--- src/sv/srarq_pkg.sv ---
// Shared types and constants for the selective-repeat ARQ window block.
// No dependencies; imported by srarq_ctrl, selective_repeat_arq_window, arq_event_checker and the testbench.
package srarq_pkg;

  // Field widths
  localparam int SEQ_W        = 6;
  localparam int CODE_W       = 3;
  localparam int SEQ_BITS_W   = 3;
  localparam int MASK_W       = 32;
  localparam int IN_TDATA_W   = 3 * MASK_W;
  localparam int OUT_TDATA_W  = 16;

  // Defaults
  localparam int WINDOW_MAX_DEF = 32;
  localparam logic [SEQ_BITS_W-1:0] SEQ_BITS_RESET = 3'd3;
  localparam logic [SEQ_BITS_W-1:0] SEQ_BITS_MIN   = 3'd2;
  localparam logic [SEQ_BITS_W-1:0] SEQ_BITS_MAX   = 3'd6;

  // Request kinds carried on tuser
  localparam logic REQ_START = 1'b0;
  localparam logic REQ_ROUND = 1'b1;

  // Event codes
  localparam logic [CODE_W-1:0] EV_RECV_ACK  = 3'd0;
  localparam logic [CODE_W-1:0] EV_RECV_LOST = 3'd1;
  localparam logic [CODE_W-1:0] EV_DUP_ACK   = 3'd2;
  localparam logic [CODE_W-1:0] EV_DUP_LOST  = 3'd3;
  localparam logic [CODE_W-1:0] EV_DAMAGED   = 3'd4;
  localparam logic [CODE_W-1:0] EV_LOST      = 3'd5;

  // One result item
  typedef struct packed {
    logic              last;
    logic [CODE_W-1:0] code;
    logic [SEQ_W-1:0]  seq;
  } event_t;

endpackage

--- src/sv/selective_repeat_arq_window.sv ---
// Top level of the selective-repeat ARQ window block: configuration register,
// output register, sequencer and two window RAMs. Depends on srarq_pkg, srarq_ram, srarq_ctrl.
//
//  channel   dir  payload                                          transfer when
//  s_*       in   tuser: req_type; tdata: frame_ok, ack_ok, lost  s_tvalid & s_tready
//  m_*       out  tdata: seq_number, event_code; tlast: last_event m_tvalid & m_tready
//  cfg_*     in   cfg_wdata: seq_bits                              cfg_we
//
// A start writes the window slots one after another.
// A round skips each acknowledged slot, searches up to w receiver slots for each open slot
// whose frame arrived, then shifts the kept slots down and refills the freed tail slots.
// The receiver search through the one read port of the window RAM sets the length of a round.
// Reset clears the session; a round before any start emits nothing.
// A stalled output holds only the event in the output register and the one queued behind it.
module selective_repeat_arq_window #(
  parameter int WINDOW_MAX = srarq_pkg::WINDOW_MAX_DEF
) (
  input  logic                                 clk,
  input  logic                                 rst,
  input  logic                                 s_tvalid,
  output logic                                 s_tready,
  input  logic [srarq_pkg::IN_TDATA_W-1:0]     s_tdata,   // frame_ok_mask, ack_ok_mask, lost_mask
  input  logic                                 s_tuser,   // req_type
  output logic                                 m_tvalid,
  input  logic                                 m_tready,
  output logic [srarq_pkg::OUT_TDATA_W-1:0]    m_tdata,   // seq_number, event_code, zero pad
  output logic                                 m_tlast,   // last_event
  input  logic                                 cfg_we,
  input  logic [srarq_pkg::SEQ_BITS_W-1:0]     cfg_wdata  // seq_bits
);

  import srarq_pkg::*;

  localparam int AW = $clog2(WINDOW_MAX);

  logic [SEQ_BITS_W-1:0] seq_bits;
  logic                  ev_valid;
  logic                  ev_ready;
  event_t                ev;
  event_t                out_ev;

  logic                  tx_we;
  logic [AW-1:0]         tx_waddr;
  logic [SEQ_W-1:0]      tx_wdata;
  logic [AW-1:0]         tx_raddr;
  logic [SEQ_W-1:0]      tx_rdata;
  logic                  rx_we;
  logic [AW-1:0]         rx_waddr;
  logic [SEQ_W-1:0]      rx_wdata;
  logic [AW-1:0]         rx_raddr;
  logic [SEQ_W-1:0]      rx_rdata;

  // Configuration register
  always_ff @(posedge clk) begin
    if (rst) begin
      seq_bits <= SEQ_BITS_RESET;
    end else if (cfg_we) begin
      seq_bits <= cfg_wdata;
    end
  end

  // Output register: take a new event when empty or draining
  assign ev_ready = !m_tvalid || m_tready;

  always_ff @(posedge clk) begin
    if (rst) begin
      m_tvalid <= 1'b0;
    end else if (ev_valid && ev_ready) begin
      m_tvalid <= 1'b1;
    end else if (m_tready) begin
      m_tvalid <= 1'b0;
    end
  end

  always_ff @(posedge clk) begin
    if (ev_valid && ev_ready) begin
      out_ev <= ev;
    end
  end

  assign m_tdata = {(OUT_TDATA_W - CODE_W - SEQ_W)'(0), out_ev.code, out_ev.seq};
  assign m_tlast = out_ev.last;

  srarq_ctrl #(
    .WINDOW_MAX (WINDOW_MAX)
  ) u_ctrl (
    .clk           (clk),
    .rst           (rst),
    .seq_bits      (seq_bits),
    .in_valid      (s_tvalid),
    .in_ready      (s_tready),
    .req_type      (s_tuser),
    .frame_ok_mask (s_tdata[MASK_W-1:0]),
    .ack_ok_mask   (s_tdata[2*MASK_W-1:MASK_W]),
    .lost_mask     (s_tdata[3*MASK_W-1:2*MASK_W]),
    .ev_valid      (ev_valid),
    .ev_ready      (ev_ready),
    .ev            (ev),
    .tx_we         (tx_we),
    .tx_waddr      (tx_waddr),
    .tx_wdata      (tx_wdata),
    .tx_raddr      (tx_raddr),
    .tx_rdata      (tx_rdata),
    .rx_we         (rx_we),
    .rx_waddr      (rx_waddr),
    .rx_wdata      (rx_wdata),
    .rx_raddr      (rx_raddr),
    .rx_rdata      (rx_rdata)
  );

  // Sender window sequence numbers
  srarq_ram #(
    .WIDTH (SEQ_W),
    .DEPTH (WINDOW_MAX)
  ) u_tx_ram (
    .clk   (clk),
    .we    (tx_we),
    .waddr (tx_waddr),
    .wdata (tx_wdata),
    .raddr (tx_raddr),
    .rdata (tx_rdata)
  );

  // Receiver window sequence numbers
  srarq_ram #(
    .WIDTH (SEQ_W),
    .DEPTH (WINDOW_MAX)
  ) u_rx_ram (
    .clk   (clk),
    .we    (rx_we),
    .waddr (rx_waddr),
    .wdata (rx_wdata),
    .raddr (rx_raddr),
    .rdata (rx_rdata)
  );

endmodule

--- src/sv/srarq_ram.sv ---
// Generic single-write, single-read RAM with registered read data.
// No dependencies.
module srarq_ram #(
  parameter int WIDTH = 6,
  parameter int DEPTH = 32
) (
  input  logic                     clk,
  input  logic                     we,
  input  logic [$clog2(DEPTH)-1:0] waddr,
  input  logic [WIDTH-1:0]         wdata,
  input  logic [$clog2(DEPTH)-1:0] raddr,
  output logic [WIDTH-1:0]         rdata
);

  logic [WIDTH-1:0] mem [DEPTH];

  // Write port
  always_ff @(posedge clk) begin
    if (we) begin
      mem[waddr] <= wdata;
    end
  end

  // Registered read port
  always_ff @(posedge clk) begin
    rdata <= mem[raddr];
  end

endmodule

--- src/sv/srarq_ctrl.sv ---
// Sequencer for the ARQ windows: session start, slot walk with receiver search,
// and sender window compaction. Depends on srarq_pkg; drives two srarq_ram instances.
module srarq_ctrl #(
  parameter int WINDOW_MAX = srarq_pkg::WINDOW_MAX_DEF
) (
  input  logic                                clk,
  input  logic                                rst,
  input  logic [srarq_pkg::SEQ_BITS_W-1:0]    seq_bits,
  // request side
  input  logic                                in_valid,
  output logic                                in_ready,
  input  logic                                req_type,
  input  logic [srarq_pkg::MASK_W-1:0]        frame_ok_mask,
  input  logic [srarq_pkg::MASK_W-1:0]        ack_ok_mask,
  input  logic [srarq_pkg::MASK_W-1:0]        lost_mask,
  // event side
  output logic                                ev_valid,
  input  logic                                ev_ready,
  output srarq_pkg::event_t                   ev,
  // sender window RAM
  output logic                                tx_we,
  output logic [$clog2(WINDOW_MAX)-1:0]       tx_waddr,
  output logic [srarq_pkg::SEQ_W-1:0]         tx_wdata,
  output logic [$clog2(WINDOW_MAX)-1:0]       tx_raddr,
  input  logic [srarq_pkg::SEQ_W-1:0]         tx_rdata,
  // receiver window RAM
  output logic                                rx_we,
  output logic [$clog2(WINDOW_MAX)-1:0]       rx_waddr,
  output logic [srarq_pkg::SEQ_W-1:0]         rx_wdata,
  output logic [$clog2(WINDOW_MAX)-1:0]       rx_raddr,
  input  logic [srarq_pkg::SEQ_W-1:0]         rx_rdata
);

  import srarq_pkg::*;

  localparam int AW = $clog2(WINDOW_MAX);
  localparam int CW = $clog2(WINDOW_MAX + 1);

  localparam logic [3:0] ST_IDLE  = 4'd0;
  localparam logic [3:0] ST_INIT  = 4'd1;
  localparam logic [3:0] ST_WALK  = 4'd2;
  localparam logic [3:0] ST_TXRD  = 4'd3;
  localparam logic [3:0] ST_RXRD  = 4'd4;
  localparam logic [3:0] ST_RXCMP = 4'd5;
  localparam logic [3:0] ST_EMIT  = 4'd6;
  localparam logic [3:0] ST_CPRD  = 4'd7;
  localparam logic [3:0] ST_CPWR  = 4'd8;
  localparam logic [3:0] ST_FILL  = 4'd9;

  logic [3:0]            state;
  logic                  session;
  logic [CW-1:0]         wuse;
  logic [SEQ_W-1:0]      mmask;
  logic [SEQ_W-1:0]      snext;
  logic [SEQ_W-1:0]      rnext;
  logic [WINDOW_MAX-1:0] acked;
  logic [WINDOW_MAX-1:0] fok;
  logic [WINDOW_MAX-1:0] aok;
  logic [WINDOW_MAX-1:0] lost;
  logic [CW-1:0]         idx;
  logic [CW-1:0]         sidx;
  logic [CW-1:0]         lead_cnt;
  logic                  lead_run;
  logic [SEQ_W-1:0]      seq_r;

  // Window size and sequence mask for a new session
  logic [SEQ_BITS_W-1:0] bits_c;
  logic [SEQ_W:0]        half_c;
  logic [SEQ_W:0]        space_c;
  logic [CW-1:0]         w_start;

  always_comb begin
    priority if (seq_bits < SEQ_BITS_MIN) begin
      bits_c = SEQ_BITS_MIN;
    end else if (seq_bits > SEQ_BITS_MAX) begin
      bits_c = SEQ_BITS_MAX;
    end else begin
      bits_c = seq_bits;
    end
    half_c  = (SEQ_W + 1)'(1) << (bits_c - SEQ_BITS_W'(1));
    space_c = half_c << 1;
    if (half_c > (SEQ_W + 1)'(WINDOW_MAX)) begin
      w_start = CW'(WINDOW_MAX);
    end else begin
      w_start = CW'(half_c);
    end
  end

  // Window masks: slots below wuse, slots kept after compaction, slots at or below idx
  logic [WINDOW_MAX:0]   wmask_x;
  logic [WINDOW_MAX:0]   tail_x;
  logic [WINDOW_MAX:0]   low_x;
  logic [WINDOW_MAX-1:0] wmask;
  logic [WINDOW_MAX-1:0] unacked_above;
  logic [WINDOW_MAX-1:0] acked_shift;
  logic                  last_c;
  logic                  match;
  logic [AW-1:0]         slot;

  assign slot          = idx[AW-1:0];
  assign wmask_x       = ((WINDOW_MAX + 1)'(1) << wuse) - (WINDOW_MAX + 1)'(1);
  assign tail_x        = ((WINDOW_MAX + 1)'(1) << (wuse - lead_cnt)) - (WINDOW_MAX + 1)'(1);
  assign low_x         = ((WINDOW_MAX + 1)'(2) << slot) - (WINDOW_MAX + 1)'(1);
  assign wmask         = wmask_x[WINDOW_MAX-1:0];
  assign unacked_above = ~acked & wmask & ~low_x[WINDOW_MAX-1:0];
  assign last_c        = ~|unacked_above;
  assign acked_shift   = ((acked >> lead_cnt) & tail_x[WINDOW_MAX-1:0]) | (acked & ~wmask);
  assign match         = (rx_rdata == seq_r);

  assign in_ready = (state == ST_IDLE);
  assign ev_valid = (state == ST_EMIT);

  // RAM port control
  always_comb begin
    tx_raddr = slot;
    rx_raddr = sidx[AW-1:0];
    tx_we    = (state == ST_INIT) || (state == ST_CPWR) ||
               ((state == ST_FILL) && (sidx != wuse));
    rx_we    = (state == ST_INIT) || ((state == ST_RXCMP) && match);
    tx_waddr = sidx[AW-1:0];
    rx_waddr = sidx[AW-1:0];
    tx_wdata = snext;
    rx_wdata = rnext;
    unique case (state)
      ST_INIT: begin
        tx_waddr = slot;
        rx_waddr = slot;
        tx_wdata = SEQ_W'(idx);
        rx_wdata = SEQ_W'(idx);
      end
      ST_CPWR: begin
        tx_wdata = tx_rdata;
      end
      default: begin
      end
    endcase
  end

  // Sequencer
  always_ff @(posedge clk) begin
    if (rst) begin
      state    <= ST_IDLE;
      session  <= 1'b0;
      wuse     <= '0;
      mmask    <= '0;
      snext    <= '0;
      rnext    <= '0;
      acked    <= '0;
      idx      <= '0;
      sidx     <= '0;
      lead_cnt <= '0;
      lead_run <= 1'b0;
    end else begin
      unique case (state)
        ST_IDLE: begin
          if (in_valid) begin
            fok  <= frame_ok_mask[WINDOW_MAX-1:0];
            aok  <= ack_ok_mask[WINDOW_MAX-1:0];
            lost <= lost_mask[WINDOW_MAX-1:0];
            idx  <= '0;
            if (req_type == REQ_START) begin
              wuse    <= w_start;
              mmask   <= SEQ_W'(space_c - (SEQ_W + 1)'(1));
              snext   <= SEQ_W'(w_start);
              rnext   <= SEQ_W'(w_start);
              session <= 1'b1;
              state   <= ST_INIT;
            end else if (session) begin
              lead_cnt <= '0;
              lead_run <= 1'b1;
              state    <= ST_WALK;
            end
          end
        end
        // load both windows with 0..w-1
        ST_INIT: begin
          acked[slot] <= 1'b0;
          idx         <= idx + CW'(1);
          if (idx == wuse - CW'(1)) begin
            state <= ST_IDLE;
          end
        end
        // take the next slot, skip acknowledged ones
        ST_WALK: begin
          if (idx == wuse) begin
            if (lead_cnt == '0) begin
              state <= ST_IDLE;
            end else begin
              acked <= acked_shift;
              idx   <= lead_cnt;
              sidx  <= '0;
              state <= ST_CPRD;
            end
          end else if (acked[slot]) begin
            if (lead_run) begin
              lead_cnt <= lead_cnt + CW'(1);
            end
            idx <= idx + CW'(1);
          end else begin
            state <= ST_TXRD;
          end
        end
        ST_TXRD: begin
          seq_r <= tx_rdata;
          if (fok[slot]) begin
            sidx  <= '0;
            state <= ST_RXRD;
          end else begin
            ev.seq  <= tx_rdata;
            ev.code <= lost[slot] ? EV_LOST : EV_DAMAGED;
            ev.last <= last_c;
            state   <= ST_EMIT;
          end
        end
        ST_RXRD: begin
          state <= ST_RXCMP;
        end
        // compare one receiver slot; advance it on a hit
        ST_RXCMP: begin
          if (match || (sidx == wuse - CW'(1))) begin
            if (match) begin
              rnext <= (rnext + SEQ_W'(1)) & mmask;
            end
            if (aok[slot]) begin
              acked[slot] <= 1'b1;
              ev.code     <= match ? EV_RECV_ACK : EV_DUP_ACK;
            end else begin
              ev.code     <= match ? EV_RECV_LOST : EV_DUP_LOST;
            end
            ev.seq  <= seq_r;
            ev.last <= last_c;
            state   <= ST_EMIT;
          end else begin
            sidx  <= sidx + CW'(1);
            state <= ST_RXRD;
          end
        end
        // hold the event until the output stage takes it
        ST_EMIT: begin
          if (ev_ready) begin
            if (lead_run && acked[slot]) begin
              lead_cnt <= lead_cnt + CW'(1);
            end else begin
              lead_run <= 1'b0;
            end
            idx   <= idx + CW'(1);
            state <= ST_WALK;
          end
        end
        // shift remaining sender slots down
        ST_CPRD: begin
          if (idx == wuse) begin
            state <= ST_FILL;
          end else begin
            state <= ST_CPWR;
          end
        end
        ST_CPWR: begin
          idx   <= idx + CW'(1);
          sidx  <= sidx + CW'(1);
          state <= ST_CPRD;
        end
        // refill the tail with fresh sequence numbers
        ST_FILL: begin
          if (sidx == wuse) begin
            state <= ST_IDLE;
          end else begin
            snext <= (snext + SEQ_W'(1)) & mmask;
            sidx  <= sidx + CW'(1);
          end
        end
        default: begin
          state <= ST_IDLE;
        end
      endcase
    end
  end

  // No event while a request can be taken
  a_idle_no_event: assert property (@(posedge clk) disable iff (rst)
    in_ready |-> !ev_valid)
    else $error("event offered while idle");

  // A stalled event holds its payload
  a_event_hold: assert property (@(posedge clk) disable iff (rst)
    (ev_valid && !ev_ready) |=> (ev_valid && $stable(ev)))
    else $error("event changed under stall");

  // Rounds run only inside a session
  a_no_round_before_start: assert property (@(posedge clk) disable iff (rst)
    !session |-> (state == ST_IDLE || state == ST_INIT))
    else $error("round running before any start");

  // Window size stays within range once a session exists
  a_window_range: assert property (@(posedge clk) disable iff (rst)
    session |-> (wuse >= CW'(2) && wuse <= CW'(WINDOW_MAX)))
    else $error("window size out of range");

endmodule

--- config.mk ---
export PLATFORM = sky130hd
export DESIGN_NAME = selective_repeat_arq_window
export DESIGN_NICKNAME = d
export VERILOG_FILES = /design/src/sv/srarq_pkg.sv /design/src/sv/selective_repeat_arq_window.sv /design/src/sv/srarq_ram.sv /design/src/sv/srarq_ctrl.sv
export SDC_FILE = /design/constraint.sdc
export NUM_CORES = 1
export LEC_CHECK = 0
export BUFFER_PORTS_ARGS = -buffer_cell sky130_fd_sc_hd__clkbuf_2
export CAP_MARGIN = 20
export CORE_MARGIN = 1
export CORE_UTILIZATION = 60
export DETAILED_ROUTE_END_ITERATION = 6
export PLACE_DENSITY = 0.87
export SYNTH_ARGS = -nofsm -noshare
export SYNTH_HDL_FRONTEND = slang
export SYNTH_HIERARCHICAL = 1
export SYNTH_SLANG_ARGS = --single-unit
--- constraint.sdc ---
create_clock -name clk -period 8.5 [get_ports clk]
set_clock_uncertainty 0.2 [all_clocks]
set_input_delay 0.425 -clock clk [delete_from_list [all_inputs] [get_ports clk]]
set_output_delay 0.425 -clock clk [all_outputs]
set_load 0.05 [all_outputs]
==> metrics.cfg <==
[synth]
synth_flop_cell=edfxtp_1
netlist_top_cells_count=edfxtp_1 (506), nand2_1 (229), nor2_1 (218)
synth-seq-cells=600
yosysWarnings=6
yosysTopAreaCellShare=0.5029
yosysMostFrequentCell=edfxtp_1
async_reset_ff_frac=0
yosysTopAreaCell=edfxtp_1
synth_edf_count=506
synth_area_leaders=edfxtp_1 (50%), mux4_2 (13%), dfxtp_1 (6.2%), nand2_1 (2.8%), nor2_1 (2.7%)
syn_area_per_cell_um2=12.92
netlist_instances=2338
yosys.cell_types.count=92
ys_seq_area_frac=0.5652
synth_area_mm2=0.03021

[global_route]
grt_start_max_net_pins=90
antenna_found_initial=3
grt_pass1_wl_mm=145.6
first_global_vias=22143
grt_use_total=0.3946
grt_overflow=0

[clocking]
post_cts_buffers=0
cts_buffer_depth=3
cts-buffers-inserted=58
clk_pin_slew_worst_paths_ps=70
clock-sinks=600
cts_hold_buf=103
cts_tree=built
worstSkewPairLatency_ps=660
cts-root-buf=clkbuf_16
cts_max_level=2
ctsResizeCount=0

[sta]
drv_slew=0
hold_slack_ps=79.87
worst_slew_pin_slew_ps=1175
fin_setup_tns_ps=0
rsz0062_at_grt=false
hold_viol=0
period_minus_slack_ps=5562
final-setup-viol-count=0
fmax_mhz=179.8
slew_headroom=0.2147
fin_crit_sh=0.6544

[run_status]
status=complete, no violations

[critical_path]
critical_path.slowest_cell=o2bb2ai_1
crit_fanout=33
end_kind=register
start_kind=register
crit_top_cell=ha_1
critical_path.cell_chain=clkinv_1 > buf_4 > ha_1 > nor2b_1 > o21ai_0 > a21boi_0 > o2bb2ai_1 > nor2_1 > nand3_1 > ha_1 > o221ai_1 > a211oi_1 > o211ai_1 > a2111oi_2
cp_slowest_stage_delay_ps=830
critPathKind=reg -> reg
critical_path_required_ps=8830
worstPathArrival_ps=5890

[layout]
nets=2630
seq_area_mm2=0.01709
fill_cells=3168
area_growth_pct=13.91
drive_gt1_frac=0.1971
multiInputGateArea_mm2=0.01221

[place]
port_buffers=116
gp_congestion=1.056
dp_hpwl_mm=62.40

[die]
core_mm2=0.04936
die_width_um=226.4
die_area_mm2=0.05126
num_rows=81
initial_core_util=0.6121
die_h_um=226.4
ioPinCount=124

[route]
routed_via_density=7.267
firstDrtPassIters=7
wl_per_cell_um=31.32
post-route-drc-count=0
drt_iter0_drc=4882
vias=23341
drtAntennaViolNets=0
routed_wl_mm=100.6

[power_and_ir_drop]
leakagePower_uw=0.01141
power_uw=10370
vdd_drop_max_mv=0.3162
powerDensity_mw_per_mm2=301.2

[flow_run]
cap_violations=0

[worst_hold_path]
min-delay-path-class=in -> reg

cells by family (layout without fill, tap and decap cells):
family                   count (synthesis)  after routing  share of synthesized area
AO/OA/AOI/OAI                          447            447                     0.1007
flip-flops                             600            600                     0.5652
adder cells (fa/ha/maj)                 27             27                    0.01143
buffers and inverters                  214            416                    0.03243
multiplexers                           226            226                     0.1505
other                                    2             10                  0.0002486
AND/OR/NAND/NOR                        760            760                     0.1211
XOR/XNOR                                62             62                    0.01843
final timing paths:
check                                       start                       endpoint  slack (ps)  depth (start not counted)
setup / recovery  u_ctrl/lead_cnt[2]$_SDFFE_PP0P_  u_ctrl/acked[30]$_SDFFE_PP0P_        2940                         14
hold / removal                                rst   u_ctrl/snext[2]$_SDFFE_PP0P_          80                          2
setup reg to reg  u_ctrl/lead_cnt[2]$_SDFFE_PP0P_  u_ctrl/acked[30]$_SDFFE_PP0P_        2940                         14
hold reg to reg            u_ctrl/ev[8]$_DFFE_PP_           m_tdata[8]$_DFFE_PP_         220                          0
power by group:
group	internal (uW)	total [uW]	switching, uW
Combinational	1340	3840	2500
Sequential	3540	3750	211
Clock	1600	2780	1180
Total	6470	10400	3890
flip-flops by register name, indices dropped and copies added (netlist names), 9 cells and up:
signal and cells:
u_ctrl/aok 32, u_ctrl/ev 10, u_tx_ram/mem 192, u_rx_ram/mem 192
m_tdata 9, u_ctrl/fok 32, u_ctrl/acked 32, u_ctrl/lost 32
layer usage:
metal | wire length, um | share of wire | global-route usage
met5 | 0 | 0 | 0
met1 | 34850 | 0.35 | 0.5225
met2 | 46330 | 0.46 | 0.6180
met4 | 5418 | 0.054 | 0.1609
met3 | 13990 | 0.14 | 0.1109
area by class of cell:
| type | count | area share |
|---|---|---|
| Tap cell | 664 | 0.02414 |
| Inverter | 38 | 0.004145 |
| Timing Repair Buffer | 269 | 0.06111 |
| Clock buffer | 74 | 0.04599 |
| Sequential cell | 600 | 0.4967 |
| Multi-Input combinational cell | 1531 | 0.3548 |
| Clock inverter | 35 | 0.01309 |
| Antenna cell | 1 | 0.00007271 |
critical path: cells and delay by family, from the launching register on:
kind,cells,cell delay [ps]
AND/OR/NAND/NOR,3,460
buffers and inverters,2,450
flip-flops,1,820
AO/OA/AOI/OAI,7,2550
adder cells (fa/ha/maj),2,950
stage by stage:
stage                 util  setup slack, ps  cells  cell area (um^2)
finish              0.6973             2938   3212             34420
global route        0.6972             2504   3211             34410
CTS                 0.6937             3137   3204             34240
detailed placement  0.6317             3165   2992             31180
global placement    0.6316             3290   2991             31170
floorplan                -             1076   2345             30240
cells in the final DEF (no fill, tap or decap), types with 17 or more instances in the layout:
master	count
dfxtp_1	86
edfxtp_1	506
o21ai_0	77
a211oi_1	28
ha_1	26
nand2_1	229
a21oi_1	112
clkbuf_16	59
mux2i_1	29
o211ai_1	24
xor2_1	19
nand3b_1	17
mux4_2	181
a31oi_1	24
nand2b_1	26
nor2_1	217
clkbuf_2	116
buf_4	42
nand3_1	69
inv_1	34
xnor2_1	42
nor2b_1	22
nor3_1	45
dlygate4sd3_1	103
Note: power is estimated with default switching activity, not from simulation.
